### src/hdl/tcg_pkg.sv
// ----------------------------------------------------------------------------
// tcg_pkg
// Shared types, codes and helper functions of the TCP checksum generator.
// ----------------------------------------------------------------------------
package tcg_pkg;

    // Widths of the stream payloads and of the raw pseudo-header sum
    localparam int TCG_IN_DATA_W  = 296;
    localparam int TCG_OUT_DATA_W = 24;
    localparam int TCG_RAW_W      = 21;

    // Default depth of the queue between front and back
    localparam int TCG_QUEUE_DEPTH = 4;

    // Request commands carried in tuser
    localparam logic [1:0] CMD_BEGIN_V4 = 2'd0;
    localparam logic [1:0] CMD_BEGIN_V6 = 2'd1;
    localparam logic [1:0] CMD_DATA     = 2'd2;

    // Length status codes
    localparam logic [1:0] ST_MATCH = 2'd0;
    localparam logic [1:0] ST_SHORT = 2'd1;
    localparam logic [1:0] ST_EXTRA = 2'd2;

    localparam logic [7:0]  TCP_PROTO = 8'd6;
    localparam logic [15:0] MASK16    = 16'hFFFF;
    localparam logic [15:0] CSUM_WORD = 16'd8;

    // Kind of a queued request
    localparam logic KIND_BEGIN = 1'b0;
    localparam logic KIND_DATA  = 1'b1;

    typedef struct packed {
        logic                 kind;
        logic [TCG_RAW_W-1:0] raw_sum;
        logic [15:0]          seg_bytes;
        logic [15:0]          word;
        logic                 last;
    } t_item;

    // Plain sum of the four 16-bit words of a 64-bit value
    function automatic logic [17:0] sum4(input logic [63:0] v);
        sum4 = 18'(v[15:0]) + 18'(v[31:16]) + 18'(v[47:32]) + 18'(v[63:48]);
    endfunction

    // Ones' complement add of a word to a folded sum
    function automatic logic [15:0] fold_add(input logic [15:0] acc, input logic [15:0] v);
        logic [16:0] s;
        s = {1'b0, acc} + {1'b0, v};
        fold_add = s[15:0] + 16'(s[16]);
    endfunction

    // Fold a wide plain sum down to 16 bits with end-around carry
    function automatic logic [15:0] fold_raw(input logic [TCG_RAW_W-1:0] raw);
        logic [16:0] t;
        t = {1'b0, raw[15:0]} + 17'(raw[TCG_RAW_W-1:16]);
        fold_raw = t[15:0] + 16'(t[16]);
    endfunction

endpackage

### src/hdl/tcg_front.sv
// ----------------------------------------------------------------------------
// tcg_front
// Accepts requests, drops unused commands and sums the pseudo header over
// two register stages before the request enters the queue.
// ----------------------------------------------------------------------------
module tcg_front
    import tcg_pkg::*;
(
    input  logic                     i_clk,
    input  logic                     i_rst_n,
    input  logic                     i_valid,
    output logic                     o_ready,
    input  logic [TCG_IN_DATA_W-1:0] i_data,
    input  logic [1:0]               i_cmd,
    input  logic                     i_last,
    input  logic                     i_q_full,
    output logic                     o_q_push,
    output t_item                    o_q_item
);

    typedef struct packed {
        logic        kind;
        logic [17:0] p_src_hi;
        logic [17:0] p_src_lo;
        logic [17:0] p_dst_hi;
        logic [17:0] p_dst_lo;
        logic [15:0] seg_bytes;
        logic [15:0] word;
        logic        last;
    } t_stage1;

    logic [63:0] w_src_hi, w_src_lo, w_dst_hi, w_dst_lo;
    logic [15:0] w_pkt_length;
    logic [3:0]  w_header_words;
    logic [15:0] w_data_word;
    logic        w_v6;

    logic    r_s1_v, r_s2_v;
    t_stage1 r_s1, n_s1;
    t_item   r_s2, n_s2;
    logic    w_ready1, w_ready2, w_keep;

    assign w_src_hi       = i_data[63:0];
    assign w_src_lo       = i_data[127:64];
    assign w_dst_hi       = i_data[191:128];
    assign w_dst_lo       = i_data[255:192];
    assign w_pkt_length   = i_data[271:256];
    assign w_header_words = i_data[275:272];
    assign w_data_word    = i_data[291:276];
    assign w_v6           = (i_cmd == CMD_BEGIN_V6);

    assign w_ready2 = !r_s2_v || !i_q_full;
    assign w_ready1 = !r_s1_v || w_ready2;
    assign o_ready  = w_ready1;
    assign o_q_push = r_s2_v && !i_q_full;
    assign o_q_item = r_s2;

    // drop the unused command code here
    always_comb begin
        unique case (i_cmd) inside
            CMD_BEGIN_V4, CMD_BEGIN_V6, CMD_DATA: w_keep = 1'b1;
            default:                              w_keep = 1'b0;
        endcase
    end

    always_comb begin
        n_s1.kind     = (i_cmd == CMD_DATA) ? KIND_DATA : KIND_BEGIN;
        n_s1.p_src_hi = w_v6 ? sum4(w_src_hi) : 18'd0;
        n_s1.p_dst_hi = w_v6 ? sum4(w_dst_hi) : 18'd0;
        n_s1.p_src_lo = w_v6 ? sum4(w_src_lo) : sum4({32'd0, w_src_lo[31:0]});
        n_s1.p_dst_lo = w_v6 ? sum4(w_dst_lo) : sum4({32'd0, w_dst_lo[31:0]});
        // IPv4 length wraps at 16 bits
        n_s1.seg_bytes = w_v6 ? w_pkt_length
                              : w_pkt_length - {10'd0, w_header_words, 2'b00};
        n_s1.word      = w_data_word;
        n_s1.last      = i_last;
    end

    always_comb begin
        n_s2.kind      = r_s1.kind;
        n_s2.raw_sum   = TCG_RAW_W'(r_s1.p_src_hi) + TCG_RAW_W'(r_s1.p_src_lo)
                       + TCG_RAW_W'(r_s1.p_dst_hi) + TCG_RAW_W'(r_s1.p_dst_lo)
                       + TCG_RAW_W'(TCP_PROTO) + TCG_RAW_W'(r_s1.seg_bytes);
        n_s2.seg_bytes = r_s1.seg_bytes;
        n_s2.word      = r_s1.word;
        n_s2.last      = r_s1.last;
    end

    always_ff @(posedge i_clk) begin
        if (!i_rst_n) begin
            r_s1_v <= 1'b0;
            r_s2_v <= 1'b0;
        end else begin
            if (w_ready2) begin
                r_s2_v <= r_s1_v;
            end
            if (w_ready1) begin
                r_s1_v <= i_valid && w_keep;
            end
        end
    end

    always_ff @(posedge i_clk) begin
        if (w_ready2) begin
            r_s2 <= n_s2;
        end
        if (w_ready1) begin
            r_s1 <= n_s1;
        end
    end

endmodule

### src/hdl/tcg_queue.sv
// ----------------------------------------------------------------------------
// tcg_queue
// Short first-in first-out queue that decouples the front from the back.
// ----------------------------------------------------------------------------
module tcg_queue
    import tcg_pkg::*;
#(
    parameter int DEPTH = TCG_QUEUE_DEPTH
)
(
    input  logic  i_clk,
    input  logic  i_rst_n,
    input  logic  i_push,
    input  t_item i_item,
    input  logic  i_pop,
    output logic  o_full,
    output logic  o_empty,
    output t_item o_head
);

    localparam int AW = (DEPTH > 1) ? $clog2(DEPTH) : 1;
    localparam int CW = $clog2(DEPTH + 1);

    t_item            r_mem [DEPTH];
    logic [AW-1:0]    r_wr_ptr, r_rd_ptr;
    logic [CW-1:0]    r_count;

    assign o_full  = (r_count == CW'(DEPTH));
    assign o_empty = (r_count == '0);
    assign o_head  = r_mem[r_rd_ptr];

    function automatic logic [AW-1:0] ptr_inc(input logic [AW-1:0] p);
        ptr_inc = (p == AW'(DEPTH - 1)) ? '0 : p + AW'(1);
    endfunction

    always_ff @(posedge i_clk) begin
        if (!i_rst_n) begin
            r_wr_ptr <= '0;
            r_rd_ptr <= '0;
            r_count  <= '0;
        end else begin
            if (i_push) begin
                r_wr_ptr <= ptr_inc(r_wr_ptr);
            end
            if (i_pop) begin
                r_rd_ptr <= ptr_inc(r_rd_ptr);
            end
            if (i_push && !i_pop) begin
                r_count <= r_count + CW'(1);
            end else if (!i_push && i_pop) begin
                r_count <= r_count - CW'(1);
            end
        end
    end

    always_ff @(posedge i_clk) begin
        if (i_push) begin
            r_mem[r_wr_ptr] <= i_item;
        end
    end

endmodule

### src/hdl/tcg_back.sv
// ----------------------------------------------------------------------------
// tcg_back
// Keeps the running ones' complement sum and word count, and drives the
// result register on the final word.
// ----------------------------------------------------------------------------
module tcg_back
    import tcg_pkg::*;
(
    input  logic                      i_clk,
    input  logic                      i_rst_n,
    input  logic                      i_valid,
    input  t_item                     i_item,
    output logic                      o_pop,
    output logic                      o_m_tvalid,
    input  logic                      i_m_tready,
    output logic [TCG_OUT_DATA_W-1:0] o_m_tdata
);

    logic [15:0] r_sum, n_sum;
    logic [15:0] r_seg, n_seg;
    logic [15:0] r_idx, n_idx;
    logic        r_extra, n_extra;
    logic        r_ov, n_ov;
    logic [15:0] r_csum, n_csum;
    logic [1:0]  r_status, n_status;

    logic        w_out_free, w_take, w_load;
    logic [16:0] w_idx2, w_needed2;
    logic [15:0] w_needed, w_v;

    assign w_out_free = !r_ov || i_m_tready;
    assign w_take     = i_valid && ((i_item.kind == KIND_BEGIN) || !i_item.last || w_out_free);
    assign o_pop      = w_take;
    assign w_idx2     = {r_idx, 1'b0};
    assign w_needed2  = {1'b0, r_seg} + 17'd1;
    assign w_needed   = w_needed2[16:1];

    always_comb begin
        n_sum    = r_sum;
        n_seg    = r_seg;
        n_idx    = r_idx;
        n_extra  = r_extra;
        n_csum   = r_csum;
        n_status = r_status;
        w_load   = 1'b0;
        w_v      = i_item.word;
        if (w_take) begin
            if (i_item.kind == KIND_BEGIN) begin
                n_sum   = fold_raw(i_item.raw_sum);
                n_seg   = i_item.seg_bytes;
                n_idx   = '0;
                n_extra = 1'b0;
            end else begin
                if (w_idx2 < {1'b0, r_seg}) begin
                    // the checksum field counts as zero; odd tail keeps its high byte
                    if (r_idx == CSUM_WORD) begin
                        w_v = '0;
                    end else if (w_idx2 + 17'd1 == {1'b0, r_seg}) begin
                        w_v = i_item.word & 16'hFF00;
                    end
                    n_sum = fold_add(r_sum, w_v);
                end else begin
                    n_extra = 1'b1;
                end
                if (r_idx != MASK16) begin
                    n_idx = r_idx + 16'd1;
                end
                if (i_item.last) begin
                    w_load = 1'b1;
                    n_csum = ~n_sum;
                    if (n_idx < w_needed) begin
                        n_status = ST_SHORT;
                    end else if (n_extra) begin
                        n_status = ST_EXTRA;
                    end else begin
                        n_status = ST_MATCH;
                    end
                end
            end
        end
    end

    always_comb begin
        if (w_load) begin
            n_ov = 1'b1;
        end else if (i_m_tready) begin
            n_ov = 1'b0;
        end else begin
            n_ov = r_ov;
        end
    end

    always_ff @(posedge i_clk) begin
        if (!i_rst_n) begin
            r_sum   <= '0;
            r_seg   <= '0;
            r_idx   <= '0;
            r_extra <= 1'b0;
            r_ov    <= 1'b0;
        end else begin
            r_sum   <= n_sum;
            r_seg   <= n_seg;
            r_idx   <= n_idx;
            r_extra <= n_extra;
            r_ov    <= n_ov;
        end
    end

    always_ff @(posedge i_clk) begin
        r_csum   <= n_csum;
        r_status <= n_status;
    end

    assign o_m_tvalid = r_ov;
    assign o_m_tdata  = {{(TCG_OUT_DATA_W - 18){1'b0}}, r_status, r_csum};

endmodule

### src/hdl/tcp_checksum_generator.sv
// ----------------------------------------------------------------------------
// tcp_checksum_generator
// TCP checksum over the IPv4 or IPv6 pseudo header and the segment words.
// ----------------------------------------------------------------------------
//  Channel   Direction  Moves
//  i_s_*     in         begin IPv4 / begin IPv6 / segment word requests
//  o_m_*     out        checksum and length status, one per final word
//
//  One request per cycle sustained while the output takes results; the final
//  word passes the two front stages, the queue and the back's result register.
//  Two front stages sum the pseudo header; the back does one 16-bit add with
//  end-around carry per cycle, which sets the rate.
//  A stalled output holds its result while the queue keeps taking requests.
//  Synchronous active-low reset clears the sum, length and word count.
// ----------------------------------------------------------------------------
module tcp_checksum_generator
    import tcg_pkg::*;
#(
    parameter int QUEUE_DEPTH = TCG_QUEUE_DEPTH
)
(
    input  logic                      i_clk,
    input  logic                      i_rst_n,
    input  logic                      i_s_tvalid,
    output logic                      o_s_tready,
    // src_hi[63:0], src_lo[127:64], dst_hi[191:128], dst_lo[255:192],
    // pkt_length[271:256], header_words[275:272], data_word[291:276], zero pad
    input  logic [TCG_IN_DATA_W-1:0]  i_s_tdata,
    // cmd[1:0]
    input  logic [1:0]                i_s_tuser,
    input  logic                      i_s_tlast,
    output logic                      o_m_tvalid,
    input  logic                      i_m_tready,
    // checksum[15:0], length_status[17:16], zero pad
    output logic [TCG_OUT_DATA_W-1:0] o_m_tdata
);

    logic  w_q_full, w_q_empty, w_q_push, w_q_pop;
    t_item w_q_in, w_q_head;

    tcg_front u_front (
        .i_clk    (i_clk),
        .i_rst_n  (i_rst_n),
        .i_valid  (i_s_tvalid),
        .o_ready  (o_s_tready),
        .i_data   (i_s_tdata),
        .i_cmd    (i_s_tuser),
        .i_last   (i_s_tlast),
        .i_q_full (w_q_full),
        .o_q_push (w_q_push),
        .o_q_item (w_q_in)
    );

    tcg_queue #(
        .DEPTH (QUEUE_DEPTH)
    ) u_queue (
        .i_clk   (i_clk),
        .i_rst_n (i_rst_n),
        .i_push  (w_q_push),
        .i_item  (w_q_in),
        .i_pop   (w_q_pop),
        .o_full  (w_q_full),
        .o_empty (w_q_empty),
        .o_head  (w_q_head)
    );

    tcg_back u_back (
        .i_clk      (i_clk),
        .i_rst_n    (i_rst_n),
        .i_valid    (!w_q_empty),
        .i_item     (w_q_head),
        .o_pop      (w_q_pop),
        .o_m_tvalid (o_m_tvalid),
        .i_m_tready (i_m_tready),
        .o_m_tdata  (o_m_tdata)
    );

endmodule

### config.mk
export PLATFORM = sky130hd
export DESIGN_NAME = tcp_checksum_generator
export DESIGN_NICKNAME = d
export VERILOG_FILES = /design/src/hdl/tcg_pkg.sv /design/src/hdl/tcg_front.sv /design/src/hdl/tcg_queue.sv /design/src/hdl/tcg_back.sv /design/src/hdl/tcp_checksum_generator.sv
export SDC_FILE = /design/constraint.sdc
export NUM_CORES = 1
export LEC_CHECK = 0
export ABC_AREA = 1
export BUFFER_PORTS_ARGS = -buffer_cell sky130_fd_sc_hd__clkbuf_2
export CAP_MARGIN = 10
export CELL_PAD_IN_SITES_DETAIL_PLACEMENT = 0
export CELL_PAD_IN_SITES_GLOBAL_PLACEMENT = 1
export CORE_MARGIN = 5
export CORE_UTILIZATION = 50
export DETAILED_ROUTE_END_ITERATION = 10
export MAX_ROUTING_LAYER = met4
export PLACE_DENSITY_LB_ADDON = 0.12
export SETUP_SLACK_MARGIN = 0.5
export SYNTH_ARGS = -nofsm -noshare
export SYNTH_HDL_FRONTEND = slang
export SYNTH_SLANG_ARGS = --single-unit
### constraint.sdc
create_clock -name i_clk -period 12.5 [get_ports i_clk]
set_input_delay 0.625 -clock i_clk [delete_from_list [all_inputs] [get_ports i_clk]]
set_output_delay 0.625 -clock i_clk [all_outputs]
set_load 0.03 [all_outputs]
* Word-level counts from Yosys, hierarchy flattened
Memories as Yosys holds them, arrays and structs flattened. A register that Yosys moved wholly into a read port is not among the register bits. Cells that the tools add are included.
Word-level totals: output and inout port bits 26, bits of input ports 303, RAM bits 220, memories kept 1, flip-flop bits (word level) 238
Memories:
- u_queue.r_mem | depth 4, bits a word 55, rd ports 1, clocked after memory_dff 1, wr ports 1, RTL line tcg_queue.sv:24 | t_item r_mem [DEPTH];
Cells by class: muxes and demuxes 36, bitwise operators 2, reductions and logical operators 25, magnitude comparators 2, eq/ne operators 8, $add $sub $neg 29
Operators by type and width (count):
- 16-bit 2-to-1 mux | 13
- 18-bit by 16-bit adder with 18-bit output | 8
- 16-bit by 16-bit adder with 17-bit output | 5
- 21-bit by 18-bit adder with 21-bit output | 2
- 18-bit 2-to-1 mux | 2
- 16-bit by 1-bit adder with 16-bit output | 2
- 21-bit by 16-bit adder with 21-bit output | 1
- 21-bit by 3-bit adder with 21-bit output (second input constant) | 1
- 18-bit by 18-bit adder with 19-bit output | 1
- 16-bit by 1-bit adder with 17-bit output (second input constant) | 1
- 16-bit by 5-bit adder with 17-bit output | 1
- 17-bit by 1-bit adder with 17-bit output (second input constant) | 1
- 17-bit by 16-bit == test with 1-bit output | 1
- 17-bit by 16-bit less-than comparator with 1-bit output | 1
- 16-bit by 1-bit adder with 16-bit output (second input constant) | 1
- 16-bit by 4-bit == test with 1-bit output (second input constant) | 1
- 16-bit less-than comparator | 1
- 16-bit != test (second input constant) | 1
- 16-bit NOT | 1
- 16-bit by 6-bit subtractor with 16-bit output | 1
- 1-bit 2-to-1 mux | 13
- 2-bit 2-to-1 mux | 5
- 1-bit logical NOT | 8
- 8-bit 2-to-1 mux | 1
- other kinds (16) | 29

* Longest topological paths before layout
depth in word-level cells 13, gate-level depth with buffers 36, depth with buffers taken out 35

* Cells and area by module
From an unflattened synthesis, not the netlist that was laid out.
Unflattened totals: cells, all modules 3491, area, all modules 31024.8 sq um
By module, submodules not included:
- tcg_front | sequential area each 4874.7 sq um, times used 1, area each 15907.8 sq um, cells an instance 1900
- tcg_queue | sequential area each 6786.5 sq um, times used 1, area each 8609.5 sq um, cells an instance 591
- tcg_back | sequential area each 1541.5 sq um, times used 1, area each 6503.7 sq um, cells an instance 999
- tcp_checksum_generator | sequential area each 0.0 sq um, times used 1, area each 3.8 sq um, cells an instance 1

* Least setup slack after synthesis
No wires, ideal clock.
path type register -> register, start reg u_front.r_s1[69] (netlist name), end reg u_front.r_s2 (netlist bit u_front.o_q_item[50]) (data pin), cell stages (with the launch flop) 23, buffers on the path 0, data arrival time 4.742 ns, clock period less this slack 5.008 ns, data required time 12.235 ns, setup slack 7.492 ns, cell sequence edfxtp_1 > ha_1 > inv_1 > fa_1 > o21ai_0 > a21oi_1 > o21bai_1 > nand2_1 > nand2_1 > xor2_1 > fa_1 > fa_1 > ha_1 > ha_1 > nand2_1 > a21oi_1 > a211oi_1 > nand2_1 > a21boi_0 > o21ai_0 > a21boi_0 > o21ai_0 > xor2_1
RTL lines:
- from (decl) | RTL line tcg_front.sv:39 | t_stage1 r_s1, n_s1;
- from (signal assigned) | RTL line tcg_front.sv:108 | r_s1 <= n_s1;
- to (signal assigned) | RTL line tcg_front.sv:105 | r_s2 <= n_s2;
- to (decl) | RTL line tcg_front.sv:40 | t_item r_s2, n_s2;

==> run_results.csv <==
group,metric,value,unit
run_status,status,"finished clean",
synthesis,synth_compound_area_share,11.64,%
timing,period_minus_slack,5.706,ns
routing,post_drt_wl_per_cell,17.32,um
grt,grt_use_met1,28.61,%
grt,grt_antenna_before_repair,6,
timing,rsz0062_at_grt,"no",
setup_path,worstPathArrival,6.04,ns
die,design.die.area,66630,um^2
clock_tree,cts.clk_slew.worst_paths,0.07,ns
timing,maxSlewViolCount,0,
die,io_pins,329,
synthesis,yosys_warnings,0,
synthesis,synth-edff-count,399,
die,die_h,258.1,um
synthesis,synthSimpleGateAreaFrac,15.64,%
layout,drive_gt1_share,12.82,%
die,coreArea,61370,um^2
routing,via_count,23814,
synthesis,ys_ff_latch,460,
clock_tree,clkSinkCount,460,
die,row_count,91,
timing,worst_hold_slack,0.2111,ns
synthesis,avgSynthCellArea,9.065,um^2
grt,use_met2,42.73,%
grt,grt_util_all_layers,23.94,%
grt,grt_overflow_total,0,
grt,grt_pass1_wl,124200,um
grt,use_met3,3.031,%
clock_tree,cts_buffers,47,
clock_tree,insertion_delay,0.59,ns
routing,drc,0,
timing,worstMarginPinSlew,1.146,ns
power_and_ir_drop,powerDensity,240.3,nW/um^2
synthesis,seq_area_frac_synth,42.89,%
setup_path,cp-start-kind,"flip-flop",
timing,clock_skew,0.02621,ns
flow_run,cap_viol_max_count,0,
routing,ant_nets,0,
synthesis,yosys-mux-area-fraction,0.1301,%
layout,fillers,5526,
synthesis,synth_top_family_by_area,"adder cells",
clock_tree,post_cts_resized,0,
synthesis,synthXorXnorAreaFrac,4.011,%
synthesis,synth_area,30790,um^2
grt,grt_max_degree,69,
routing,viasPerCell,5.236,
synthesis,synth.distinct_cells,56,
timing,slew_headroom,23.43,%
timing,hold_violations,0,
setup_path,crit_type,"reg -> reg",
clock_tree,ctsHoldBuffers,0,
synthesis,synthArstFlopShare,0,%
synthesis,synth_ff_type,"edfxtp_1",
timing,fin_setup_tns,0,ns
routing,wl,78790,um
clock_tree,tritoncts,"done",
placement,gp_congestion,0.9470,
layout,syn2layout_area_growth,12.86,%
clock_tree,root_buffer,"clkbuf_16",
timing,setup_violations,0,
clock_tree,h-tree-depth,2,
grt,grt_busiest_layer,"met2",
timing,fmax,0.1753,GHz
synthesis,synth_fa_ha_area_share,17.61,%
grt,grt_pass1_vias,23929,
die,die_x,258.1,um
setup_path,end_kind,"flip-flop",
clock_tree,cts.path.max_buffers,3,
die,initial_core_util,50.16,%
clock_tree,cts_setup_buffers,0,
routing,dr.pass1.iters,7,
setup_path,required,12.84,ns
layout,nets,4382,
power_and_ir_drop,ir_worst_vdd,0.0001879,V
placement,portBuffers,318,
placement,hpwl,61620,um
synthesis,synth_cells,3396,
power_and_ir_drop,leakage,16.16,nW
timing,period_share,45.65,%
hold_path,min_path_type,"in -> reg",
setup_path,cp_max_fo,4,
routing,drtIter0Drc,1284,
-- path summary, 6_finish.rpt --
path | slack [ns] | depth (start not counted) | from | end
hold / removal | 0.21 | 1 | i_s_tdata[285] | u_front.n_s2[10]$_DFFE_PP_
setup / recovery | 6.79 | 22 | u_front.r_s1[69]$_DFFE_PP_ | u_front.o_q_item[52]$_DFFE_PP_
setup reg to reg | 6.79 | 22 | u_front.r_s1[69]$_DFFE_PP_ | u_front.o_q_item[52]$_DFFE_PP_
hold reg to reg | 0.41 | 0 | u_front.n_s2[11]$_DFFE_PP_ | u_front.o_q_item[11]$_DFFE_PP_
-- metal layers --
| metal | vias up | routed length [um] |
|---|---|---|
| li1 | 11970 | - |
| met3 | 122 | 3152 |
| met4 | 0 | 2289 |
| met5 | - | 0 |
| met2 | 531 | 40720 |
| met1 | 11191 | 32630 |
-- Yosys cell counts, types with 47 or more instances --
library cell / number / area share [%]
nand3_1: 133 / 2.2
inv_1: 549 / 6.7
edfxtp_1: 399 / 39
o21ai_0: 236 / 3.8
nand2_1: 593 / 7.2
a21oi_1: 261 / 4.2
fa_1: 112 / 7.3
dfxtp_1: 61 / 4.0
nor2_1: 290 / 3.5
ha_1: 254 / 10
xnor2_1: 47 / 1.3
xor2_1: 94 / 2.7
-- kinds of logic after synthesis --
family,count (synthesis)
adders and majority gates,366
buffers and inverters,629
xor gates and xnor gates,141
and+or+nand+nor,1143
muxes,4
DFF,460
AOI/OAI and AO/OA,652
other,1
-- sequential cells by signal (all words and copies together) (netlist names), named ones only --
signal             cells
u_front.r_s1          72
u_back.r_idx          16
u_back.r_csum         16
u_back.o_m_tvalid      1
u_queue.r_rd_ptr       2
u_back.r_extra         1
u_front.o_q_item      55
u_queue.r_mem        220
u_back.r_seg          16
u_back.r_sum          16
u_front.r_s1_v         1
u_front.n_s2          34
u_queue.r_wr_ptr       2
u_back.r_status        2
u_queue.r_count        3
u_front.r_s2_v         1
-- stage by stage --
| stage | utilization, % | area [um^2] | power [W] | setup WS [ns] | instances |
|---|---|---|---|---|---|
| 3_5_place_dp | 54.03 | 33160 | 0.006961 | 6.733 | 4454 |
| 4_1_cts | 56.59 | 34730 | 0.008405 | 6.746 | 4542 |
| 6_report | 56.61 | 34740 | 0.008349 | 6.794 | 4548 |
| 2_1_floorplan | - | 30800 | 0.005623 | 7.493 | 3401 |
| 3_3_place_gp | 54.03 | 33160 | 0.006888 | 6.803 | 4454 |
| 5_1_grt | 56.61 | 34740 | 0.009097 | 6.245 | 4548 |
-- power by group --
part	leakage, nW	switching, W	internal (W)
Clock	0.774	0.000600	0.000814
Sequential	4.42	0.000169	0.00210
Combinational	11.0	0.00302	0.00164
Total	16.2	0.00379	0.00456
-- critical path, cell delays in order (launching register included) --
cell,delay [ns]
edfxtp_1,0.33
ha_1,0.22
inv_1,0.10
fa_1,0.46
o21ai_0,0.30
a21oi_1,0.11
o21bai_1,0.21
nand2_1,0.07
nand2_1,0.12
xor2_1,0.22
fa_1,0.49
fa_1,0.50
ha_1,0.32
ha_1,0.34
nand2_1,0.10
a21oi_1,0.05
a211oi_1,0.17
nand2_1,0.12
a21boi_0,0.31
o21ai_0,0.22
a21boi_0,0.37
o21ai_0,0.16
xor2_1,0.16
-- layout by cell type (no fill, tap or decap), types with 12 or more instances in the layout --
master,instances
nand2_1,593
ha_1,254
o21a_1,23
o21ai_0,236
edfxtp_1,399
clkbuf_16,50
o22ai_1,24
xnor2_1,47
nand4_1,26
nand2_2,22
buf_4,17
xor2_1,94
dfxtp_1,60
clkbuf_2,318
a21boi_0,12
nand3_1,133
nor2_1,284
fa_1,112
a31oi_1,30
inv_1,549
a21oi_1,261
nor3_1,29
-- cell type report --
| class | count | area (um^2) | share of cell area [%] |
|---|---|---|---|
| flip-flops and latches | 460 | 13200 | 38.00 |
| repair buffers | 335 | 1719 | 4.948 |
| clock buffers | 61 | 1313 | 3.778 |
| multi-input cells | 2312 | 15160 | 43.63 |
| diodes | 6 | 15.01 | 0.04322 |
| inverters | 557 | 2091 | 6.018 |
| well taps | 790 | 988.4 | 2.845 |
| clock inverters | 27 | 255.2 | 0.7347 |
No activity file was read; power rests on OpenSTA's default activity.
